### src/sv/pip_pkg.sv
// ----------------------------------------------------------------------------
// pip_pkg: shared definitions for the point-in-polygon test unit
// Defaults, fixed field widths, operation codes, sequencer states and the
// control records that pass between the sequencer and the edge unit.
// ----------------------------------------------------------------------------
package pip_pkg;

  localparam int unsigned MaxVerticesDef = 64;
  localparam int unsigned CoordBitsDef   = 16;
  localparam int unsigned VidxW          = 6;
  localparam int unsigned VcntW          = 7;

  localparam logic OpWrite = 1'b0;
  localparam logic OpQuery = 1'b1;

  typedef enum logic [1:0] {
    ST_IDLE,
    ST_READ,
    ST_DRAIN,
    ST_DONE
  } pip_state_e;

  // Tag that travels with a vertex read out of the store.
  typedef struct packed {
    logic vld;
    logic first;
  } pip_rd_tag_t;

  // Per-edge verdict and pipeline occupancy from the edge unit.
  typedef struct packed {
    logic vld;
    logic busy;
    logic on_seg;
    logic cross_hit;
  } pip_edge_res_t;

endpackage

### src/sv/pip_vertex_mem.sv
// ----------------------------------------------------------------------------
// pip_vertex_mem: polygon vertex store
// One write port and one registered read port; each word holds {y, x}.
// ----------------------------------------------------------------------------
module pip_vertex_mem #(
  parameter int unsigned DEPTH  = pip_pkg::MaxVerticesDef,
  parameter int unsigned DATA_W = 2 * pip_pkg::CoordBitsDef
) (
  input  logic                     clk_i,
  input  logic                     we_i,
  input  logic [$clog2(DEPTH)-1:0] waddr_i,
  input  logic [DATA_W-1:0]        wdata_i,
  input  logic [$clog2(DEPTH)-1:0] raddr_i,
  output logic [DATA_W-1:0]        rdata_o
);

  logic [DATA_W-1:0] mem [DEPTH];
  logic [DATA_W-1:0] rdata_q;

  always_ff @(posedge clk_i) begin
    if (we_i) begin
      mem[waddr_i] <= wdata_i;
    end
  end

  always_ff @(posedge clk_i) begin
    rdata_q <= mem[raddr_i];
  end

  assign rdata_o = rdata_q;

endmodule

### config.mk
export PLATFORM = sky130hd
export DESIGN_NAME = pip_vertex_mem
export DESIGN_NICKNAME = d
export VERILOG_FILES = /design/src/sv/pip_pkg.sv /design/src/sv/pip_vertex_mem.sv
export SDC_FILE = /design/constraint.sdc
export NUM_CORES = 2
export LEC_CHECK = 0
export BUFFER_PORTS_ARGS = -buffer_cell sky130_fd_sc_hd__buf_2
export CAP_MARGIN = 20
export CORE_ASPECT_RATIO = 2
export CORE_UTILIZATION = 45
export CTS_CLUSTER_SIZE = 20
export DETAILED_ROUTE_END_ITERATION = 10
export PLACE_DENSITY = 0.64
export REMOVE_ABC_BUFFERS = 1
export SYNTH_ARGS = -nofsm -noshare
export SYNTH_HDL_FRONTEND = slang
export SYNTH_SLANG_ARGS = --single-unit
### constraint.sdc
create_clock -name clk_i -period 5.15 [get_ports clk_i]
set_clock_uncertainty 0.2 [all_clocks]
set_input_delay 1.545 -clock clk_i [delete_from_list [all_inputs] [get_ports clk_i]]
set_output_delay 1.545 -clock clk_i [all_outputs]
set_load 0.005 [all_outputs]
==> results_dict.tcl <==
set metrics [dict create \
    vias_per_cell 6.07 \
    violations "antenna violations" \
    layout_min_cycle_time_ps 4070 \
    min_path_type "reg -> reg" \
    io_buffer_count 77 \
    yosysTopAreaCellShare_pct 78.3 \
    drive_above_1_share_pct 30.7 \
    fin_crit_sh_pct 79.0 \
    wl_um 209000 \
    synth_cells 3324 \
    fillers 13200 \
    hold_viol 0 \
    critical_path.max_fanout 34 \
    fin_setup_tns_ps 0 \
    nets 3664 \
    clock_sinks 2080 \
    numCtsBuffers 174 \
    grt_max_degree 65 \
    synth-seq-cells 2080 \
    fin_util_pct 51.4 \
    num_io_pins 78 \
    yosys_warnings 0 \
    async_flop_share_pct 0 \
    ys_seq_area_share_pct 79.1 \
    p_leak_nw 27.6 \
    powerDensity_mw_per_mm2 376 \
    netlist_top_cells_area "edfxtp_1 (78%), mux4_2 (16%), mux2i_1 (1.2%)" \
    die_w_um 297 \
    setup_violations 0 \
    fmax_ghz 0.246 \
    dieArea_sq_mm 0.176 \
    yosys.area.top_type "edfxtp_1" \
    grt_pass1_wl_um 292000 \
    drtPass1Iterations 7 \
    die_y_um 593 \
    dp_hpwl_um 128000 \
    grt-ovfl-total 0 \
    cts-root-buf "clkbuf_16" \
    syn2layout_area_growth_pct 13.3 \
    outcome "finished with violations" \
    clk_transition_reported_paths_ps 70 \
    synth_cell_type_count 34 \
    max_slew.worst_pin.slew_ps 1200 \
    cp_data_arrival_time_ps 4610 \
    vias 36700 \
    synth_ff_type "edfxtp_1" \
    grt_pass1_vias 38100 \
    globalplace.congestion 0.865 \
    drtIter0Drc 3550 \
    max_slew_margin_pct 19.9 \
    post_drt_wl_per_cell_um 34.6 \
    path_class "in -> reg" \
    endpoint_kind "flop" \
    max_stage_delay_ps 860 \
    cts_max_level 4 \
    drc 0 \
    grt_antenna_before_repair 15 \
    max-cap-violations 0 \
    worstPathRequired_ps 5690 \
    rsz0062_at_grt "no" \
    syn_area_per_cell_sq_um 23.6 \
    ctsHoldBuffers 0 \
    synth_edf_count 2048 \
    path_cells "buf_6, nand2b_1, buf_4, o22ai_1, nor2_1, a21oi_1, nor2_1" \
    cts_resized 0 \
    syn_area_sq_mm 0.0785 \
    cp-start-kind "primary input" \
    cts_tree "yes" \
    rows 216 \
    ant_nets 1 \
    clk_latency_ps 840 \
    cpMostUsedCell "nor2_1" \
    track_usage_pct 23.9 \
    power_w 0.0335 \
    slew_viol_final 0 \
    post_cts_buffers 0 \
    peakVddDrop_uv 230 \
    cts_buffer_depth 4 \
    path_delay_family "simple AND/OR/NAND/NOR gates" \
    cp_slowest_cell "nor2_1" \
    path_buf_inv 2 \
    core_area_sq_mm 0.173 \
    initial_core_util_pct 45.3 \
]
[cells by family (layout without fill, tap and decap cells)]
family | after synthesis | count (layout) | share of synthesized area (%)
flops | 2080 | 2080 | 79.1
buf+inv | 182 | 606 | 1.13
other cells | 0 | 14 | 0
simple gates | 223 | 223 | 1.27
compound gates | 202 | 202 | 1.67
mux | 637 | 637 | 16.8
[tightest hold or removal path: cells and delay by family, from the launching register on]
family	cells	cell delay, ps
multiplexers	1	60
AND/OR/NAND/NOR	2	250
AO/OA/AOI/OAI	1	140
flip-flops	1	320
[registers in the layout (all words and copies together) (netlist names)]
signal and flops:
rdata_o 32, mem 2048
[worst paths after layout]
path | start | cells past startpoint | end | slack, ps
max | raddr_i[3] | 7 | rdata_o[29]$_DFF_P_ | 1080
min | mem[13][8]$_DFFE_PP_ | 4 | rdata_o[8]$_DFF_P_ | 630
max reg2reg | mem[15][23]$_DFFE_PP_ | 5 | rdata_o[23]$_DFF_P_ | 2590
min reg2reg | mem[13][8]$_DFFE_PP_ | 4 | rdata_o[8]$_DFF_P_ | 630
[cells in the mapped netlist, types with 7 or more instances]
| master | count |
|---|---|
| nor2b_1 | 15 |
| nor3_1 | 7 |
| dfxtp_1 | 32 |
| a21oi_1 | 62 |
| mux2i_1 | 93 |
| mux4_2 | 544 |
| buf_1 | 21 |
| buf_4 | 25 |
| nand2_1 | 26 |
| buf_2 | 57 |
| edfxtp_1 | 2048 |
| nor2_1 | 137 |
| a311oi_1 | 8 |
| nand2b_1 | 8 |
| o22ai_1 | 84 |
| clkbuf_1 | 74 |
| o221ai_1 | 27 |
| a22oi_1 | 12 |
[stage by stage]
stage | area, sq um | hold slack (ps) | std cells | worst slack, ps
after floorplan | 77600 | 463 | 3142 | 397
after global placement | 83600 | 563 | 5726 | 382
after detailed placement | 83600 | 591 | 5730 | 403
after CTS | 88900 | 626 | 6036 | 1240
after global routing | 89000 | 665 | 6039 | 1260
final | 89000 | 630 | 6051 | 1080
[cell usage in the layout (no fill, tap or decap), types with 32 or more instances in the layout]
master,instances
nor2_4,62
nor2_1,75
a21oi_1,62
buf_4,177
mux2i_1,93
edfxtp_1,2048
clkbuf_1,37
mux4_2,544
o22ai_1,84
buf_2,73
buf_12,43
clkbuf_16,178
dfxtp_1,32
[report_power, final]
group | switching (W) | internal, W
combinational | 0.00122 | 0.000689
sequential | 0.0000807 | 0.0187
clock | 0.00588 | 0.00688
total | 0.00718 | 0.0263
[metal layers]
layer | part of all wire (%) | global-route usage (%)
met2 | 54 | 43.6
met5 | 0.040 | 0
met4 | 6.6 | 14.2
met1 | 34 | 26.8
met3 | 5.6 | 2.91
[layout make-up]
type / count / area [sq um] / area share [%]
Antenna cell: 14 / 35.0 / 0.0394
Clock buffer: 220 / 4660 / 5.24
Clock inverter: 86 / 674 / 0.758
Multi-Input combinational cell: 1062 / 16000 / 17.9
Sequential cell: 2080 / 62100 / 69.8
Tap cell: 2289 / 2860 / 3.22
Timing Repair Buffer: 300 / 2650 / 2.97
No activity file was read; power rests on OpenSTA's default activity.
