==> src/sv/pip_pkg.sv <==
// ----------------------------------------------------------------------------
// pip_pkg: shared definitions for the point-in-polygon test unit
// Defaults, fixed field widths, operation codes, sequencer states and the
// control records that pass between the sequencer and the edge unit.
// ----------------------------------------------------------------------------
package pip_pkg;

  localparam int unsigned MaxVerticesDef = 64;
  localparam int unsigned CoordBitsDef   = 16;
  localparam int unsigned VidxW          = 6;
  localparam int unsigned VcntW          = 7;

  localparam logic OpWrite = 1'b0;
  localparam logic OpQuery = 1'b1;

  typedef enum logic [1:0] {
    ST_IDLE,
    ST_READ,
    ST_DRAIN,
    ST_DONE
  } pip_state_e;

  // Tag that travels with a vertex read out of the store.
  typedef struct packed {
    logic vld;
    logic first;
  } pip_rd_tag_t;

  // Per-edge verdict and pipeline occupancy from the edge unit.
  typedef struct packed {
    logic vld;
    logic busy;
    logic on_seg;
    logic cross_hit;
  } pip_edge_res_t;

endpackage

==> src/sv/pip_edge_unit.sv <==
// ----------------------------------------------------------------------------
// pip_edge_unit: shared edge evaluation pipeline
// Takes one vertex per cycle, pairs it with the previous one to form an edge
// and decides in three stages whether the point lies on that edge and whether
// a ray from the point crosses it.
// ----------------------------------------------------------------------------
module pip_edge_unit #(
  parameter int unsigned COORD_BITS = pip_pkg::CoordBitsDef
) (
  input  logic                         clk_i,
  input  logic                         rst_ni,
  input  pip_pkg::pip_rd_tag_t         tag_i,
  input  logic signed [COORD_BITS-1:0] vx_i,
  input  logic signed [COORD_BITS-1:0] vy_i,
  input  logic signed [COORD_BITS-1:0] px_i,
  input  logic signed [COORD_BITS-1:0] py_i,
  output pip_pkg::pip_edge_res_t       res_o
);

  import pip_pkg::*;

  localparam int unsigned DW = COORD_BITS + 1;
  localparam int unsigned PW = 2 * DW;
  localparam int unsigned SW = PW + 1;

  logic signed [COORD_BITS-1:0] bx_q, by_q;

  logic                 s1_vld_q;
  logic signed [DW-1:0] dxba_q, dyba_q, pxa_q, pya_q, pxb_q, pyb_q;
  logic                 s1_strad_q, s1_dypos_q;

  logic                 s2_vld_q;
  logic signed [PW-1:0] p1_q, p2_q, p3_q, p4_q;
  logic                 s2_strad_q, s2_dypos_q;

  logic                 s3_vld_q, s3_on_q, s3_hit_q;

  logic signed [SW-1:0] cross_w, dot_w;

  // Previous vertex is the second endpoint of the edge.
  always_ff @(posedge clk_i) begin
    if (tag_i.vld) begin
      bx_q <= vx_i;
      by_q <= vy_i;
    end
  end

  always_ff @(posedge clk_i or negedge rst_ni) begin
    if (!rst_ni) begin
      s1_vld_q <= 1'b0;
      s2_vld_q <= 1'b0;
      s3_vld_q <= 1'b0;
    end else begin
      s1_vld_q <= tag_i.vld && !tag_i.first;
      s2_vld_q <= s1_vld_q;
      s3_vld_q <= s2_vld_q;
    end
  end

  always_ff @(posedge clk_i) begin
    dxba_q     <= DW'(bx_q) - DW'(vx_i);
    dyba_q     <= DW'(by_q) - DW'(vy_i);
    pxa_q      <= DW'(px_i) - DW'(vx_i);
    pya_q      <= DW'(py_i) - DW'(vy_i);
    pxb_q      <= DW'(px_i) - DW'(bx_q);
    pyb_q      <= DW'(py_i) - DW'(by_q);
    s1_strad_q <= (vy_i > py_i) != (by_q > py_i);
    s1_dypos_q <= by_q > vy_i;
  end

  always_ff @(posedge clk_i) begin
    p1_q       <= PW'(dxba_q) * PW'(pya_q);
    p2_q       <= PW'(dyba_q) * PW'(pxa_q);
    p3_q       <= PW'(pxa_q) * PW'(pxb_q);
    p4_q       <= PW'(pya_q) * PW'(pyb_q);
    s2_strad_q <= s1_strad_q;
    s2_dypos_q <= s1_dypos_q;
  end

  assign cross_w = SW'(p1_q) - SW'(p2_q);
  assign dot_w   = SW'(p3_q) + SW'(p4_q);

  // The crossing compare uses the cross product of edge and point, so its sign test flips with the edge's y direction.
  always_ff @(posedge clk_i) begin
    s3_on_q  <= (cross_w == '0) && (dot_w <= 0);
    s3_hit_q <= s2_strad_q && (s2_dypos_q ? (cross_w > 0) : (cross_w < 0));
  end

  always_comb begin
    res_o.vld       = s3_vld_q;
    res_o.busy      = s1_vld_q || s2_vld_q || s3_vld_q;
    res_o.on_seg    = s3_on_q;
    res_o.cross_hit = s3_hit_q;
  end

endmodule

==> config.mk <==
export PLATFORM = sky130hd
export DESIGN_NAME = pip_edge_unit
export DESIGN_NICKNAME = d
export VERILOG_FILES = /design/src/sv/pip_pkg.sv /design/src/sv/pip_edge_unit.sv
export SDC_FILE = /design/constraint.sdc
export NUM_CORES = 2
export LEC_CHECK = 0
export BUFFER_PORTS_ARGS = -buffer_cell sky130_fd_sc_hd__buf_2
export CORE_AREA = 8 8 316 395
export DETAILED_ROUTE_END_ITERATION = 16
export DIE_AREA = 0 0 324 403
export PLACE_DENSITY = 0.71
export SLEW_MARGIN = 20
export SYNTH_ARGS = -nofsm -noshare
export SYNTH_HDL_FRONTEND = slang
export SYNTH_SLANG_ARGS = --single-unit
export TNS_END_PERCENT = 1
==> constraint.sdc <==
create_clock -name clk_i -period 8.7 [get_ports clk_i]
set_input_delay 0 -clock clk_i [delete_from_list [all_inputs] [get_ports clk_i]]
set_output_delay 0 -clock clk_i [all_outputs]
set_load 0.01 [all_outputs]
==> flow_metrics.py <==
metrics = {
    "die": {
        "die_x_um": 324,
        "die_h_um": 403,
        "initial_core_util_pct": 48.6,
        "core_area_mm2": 0.119,
        "dieArea_mm2": 0.131,
        "io_pins": 72,
        "rows": 142,
    },
    "sta": {
        "worst_slew_pin_slew_ns": 1.15,
        "period_share_pct": 83.9,
        "clock.fmax_mhz": 137,
        "setup_viol": 0,
        "fin_skew_ns": 0.0361,
        "rsz0062_at_grt": "false",
        "min_period_ns": 7.30,
        "slew_viol_final": 0,
        "max-slew-margin-rel_pct": 23.2,
        "fin_tns_setup_ns": 0,
        "hold_violations": 0,
    },
    "grt": {
        "grt_pass1_wl_um": 244000,
        "grtUsageTotal_pct": 23.4,
        "antenna_found_initial": 21,
        "grt_max_degree": 35,
        "grt_pass1_vias": 46700,
        "grt_overflow": 0,
    },
    "place": {
        "numPortBuffers": 71,
        "dpl.hpwl_um": 123000,
        "place_congestion": 0.924,
    },
    "detailed_routing": {
        "route.vias.total": 42600,
        "drcViolationCount": 0,
        "vias_per_cell": 5.35,
        "final_antenna_net_count": 0,
        "first_pass_iters": 6,
        "routed_wl_um": 149000,
        "wl_per_cell_um": 18.6,
        "drt_iter0_drc": 2775,
    },
    "worst_setup_path": {
        "reg2reg_slack_ns": 1.40,
        "cpMostUsedCell": "fa_1",
        "crit_type": "flip-flop to flip-flop",
        "r2r-start": "pya_q[2]",
        "end_kind": "flip-flop",
        "cp_slowest_cell": "dfxtp_1",
        "slowest_delay_ns": 0.90,
        "critPathLaunchType": "flip-flop",
        "crit_chain": "buf_4, nand2_1, fa_1, fa_1, inv_1, fa_1, fa_1, fa_1, inv_1, fa_1, inv_1, ha_1, a21oi_1, o21ai_0, a22oi_1, nand2_1, a221oi_2, o21ai_1, or4_1, a311o_1, a21o_1, a21oi_1, xnor2_1",
        "cp.required_ns": 9.20,
        "critPathLaunch": "pya_q[2]",
        "path_max_fanout": 21,
        "worst_ep_arrival_time_ns": 7.79,
    },
    "finish": {
        "multiInputGateArea_mm2": 0.0455,
        "drive_gt1_share_pct": 3.51,
        "fillers": 10900,
        "syn2layout_area_growth_pct": 6.88,
        "seq_area_mm2": 0.00592,
        "nets": 8119,
    },
    "synthesis": {
        "synth_top_area_cell": "fa_1",
        "synth_top_area_share_pct": 41.3,
        "async_flop_share_pct": 1.08,
        "synth_ff_type": "dfxtp_1",
        "yosys_warnings": 0,
        "syn_avg_cell_area_um2": 9.12,
        "yosysMostFrequentCell": "inv_1",
        "synth-edff-count": 32,
        "synth_nets": 8091,
        "synth_area_leaders": "fa_1 41%, ha_1 11%, inv_1 9.5%, dfxtp_1 8.5%, and2_1 6.4%",
        "yosysSeqAreaShare_pct": 10.3,
        "syn_area_mm2": 0.0577,
        "synth.distinct_cells": 89,
        "netlist_top_cells_count": "1,455 x inv_1, 1,191 x fa_1, 658 x nand2_1",
        "synth-seq-cells": 279,
        "synthesis.instances": 6325,
    },
    "clock_tree": {
        "clock_latency_ns": 0.60,
        "clock_path_buffers": 3,
        "cts.sinks": 279,
        "ctsResizeCount": 0,
        "htree_levels": 2,
        "cts_buffers": 37,
        "clk_pin_slew_ns": 0.06,
        "cts-root-buf": "clkbuf_16",
        "cts_tree": "yes",
    },
    "worst_hold_path": {
        "min-delay-start": "px_i[12]",
        "worstHoldPathType": "input port to flip-flop",
    },
    "run": {
        "cap_violations": 0,
    },
    "status": {
        "status": "complete, no violations",
    },
}
## path summary, 6_finish.rpt
| check | to | cells past startpoint |
|---|---|---|
| worst min-delay path | pxa_q[12] | 3 |
| max in group asynchronous | s2_vld_q | 3 |
| min in group asynchronous | s1_vld_q | 3 |
| worst min register to register | s2_dypos_q | 0 |
| worst max register to register | p4_q[33] | 23 |
| worst max-delay path | p4_q[33] | 23 |
## layer usage
metal	track usage [%]	wire, µm	up-vias
met5	0	102	-
met2	40.1	72600	1306
met1	28.9	58700	21600
met3	4.06	9370	424
met4	10.4	7830	16
li1	-	-	19300
## kinds of logic (layout without fill, tap and decap cells)
logic type | after synthesis | count (layout) | synth area share, %
compound gates | 625 | 625 | 7.16
other cells | 0 | 10 | 0
mux | 14 | 14 | 0.249
fa+ha+maj | 1698 | 1698 | 52.3
xor+xnor | 207 | 207 | 3.14
flops | 279 | 279 | 10.3
simple gates | 1842 | 1842 | 16.0
buf+inv | 1660 | 1717 | 10.9
## flip-flops by register name, indices dropped and copies added, names as in the netlist, 16 cells and up
| register | cells |
|---|---|
| bx_q | 16 |
| by_q | 16 |
| dxba_q | 17 |
| dyba_q | 17 |
| p1_q | 34 |
| p2_q | 34 |
| p3_q | 34 |
| p4_q | 34 |
| pxa_q | 17 |
| pxb_q | 17 |
| pya_q | 17 |
| pyb_q | 17 |
## final cells by class
cell class                      instances  area share (%)
Multi-Input combinational cell       4386            73.8
Sequential cell                       279            9.60
Inverter                             1455            8.86
Tap cell                             1584            3.21
Timing Repair Buffer                  194            2.38
Clock buffer                           44            1.59
Clock inverter                         24           0.505
Antenna cell                           10          0.0406
## timing repair
item	in CTS	in global routing
endpoints found under the hold margin	105	0
buffers inserted	0	0
hold buffers	76	0
## critical path, delay by kind of cell (launching register included)
kind            cells  cell delay, ns
compound gates      8            1.71
simple gates        3            0.70
buf+inv             4            0.49
flops               1            0.90
fa+ha+maj           7            3.27
xor+xnor            1            0.15
## cell usage in the layout (no fill, tap or decap), types with 10 or more instances in the layout
master and n:
inv_1 1455, fa_1 1191, nand2_1 658, and2_1 588
ha_1 507, nor2_1 243, dfxtp_1 243, xnor2_1 175
a21oi_1 164, o21ai_0 128, dlygate4sd3_1 76, buf_2 71
nand2b_1 58, nand3_1 54, nor3_1 53, nor2b_1 53
buf_4 47, a21o_1 40, clkbuf_16 37, o21a_1 33
xor2_1 32, edfxtp_1 32, a31oi_1 26, nand4_1 23
a21boi_0 22, or3_1 20, and3_1 19, a211oi_1 17
o21ai_1 17, a21boi_1 16, o211ai_1 15, nor4_1 15
a2111oi_0 13, o21bai_1 12, o2111ai_1 12, nand3b_1 12
mux2i_1 11, diode_2 10, o41ai_1 10, o31ai_1 10
## stage by stage
| step | worst slack (ns) | util [%] | cells | hold WS, ns | area, µm² |
|---|---|---|---|---|---|
| after floorplan | 2.15 | - | 6325 | -0.296 | 57700 |
| after global placement | 1.65 | 50.2 | 7822 | -0.205 | 59600 |
| after detailed placement | 1.45 | 50.2 | 7822 | -0.203 | 59600 |
| after CTS | 1.42 | 51.9 | 7966 | 0.00729 | 61600 |
| after global routing | 0.950 | 51.9 | 7967 | 0.0775 | 61600 |
| final | 1.40 | 52.0 | 7976 | 0.0573 | 61700 |
Power is not shown: default switching activity piles up to over one toggle a cycle in this logic, so the estimate is an artifact.
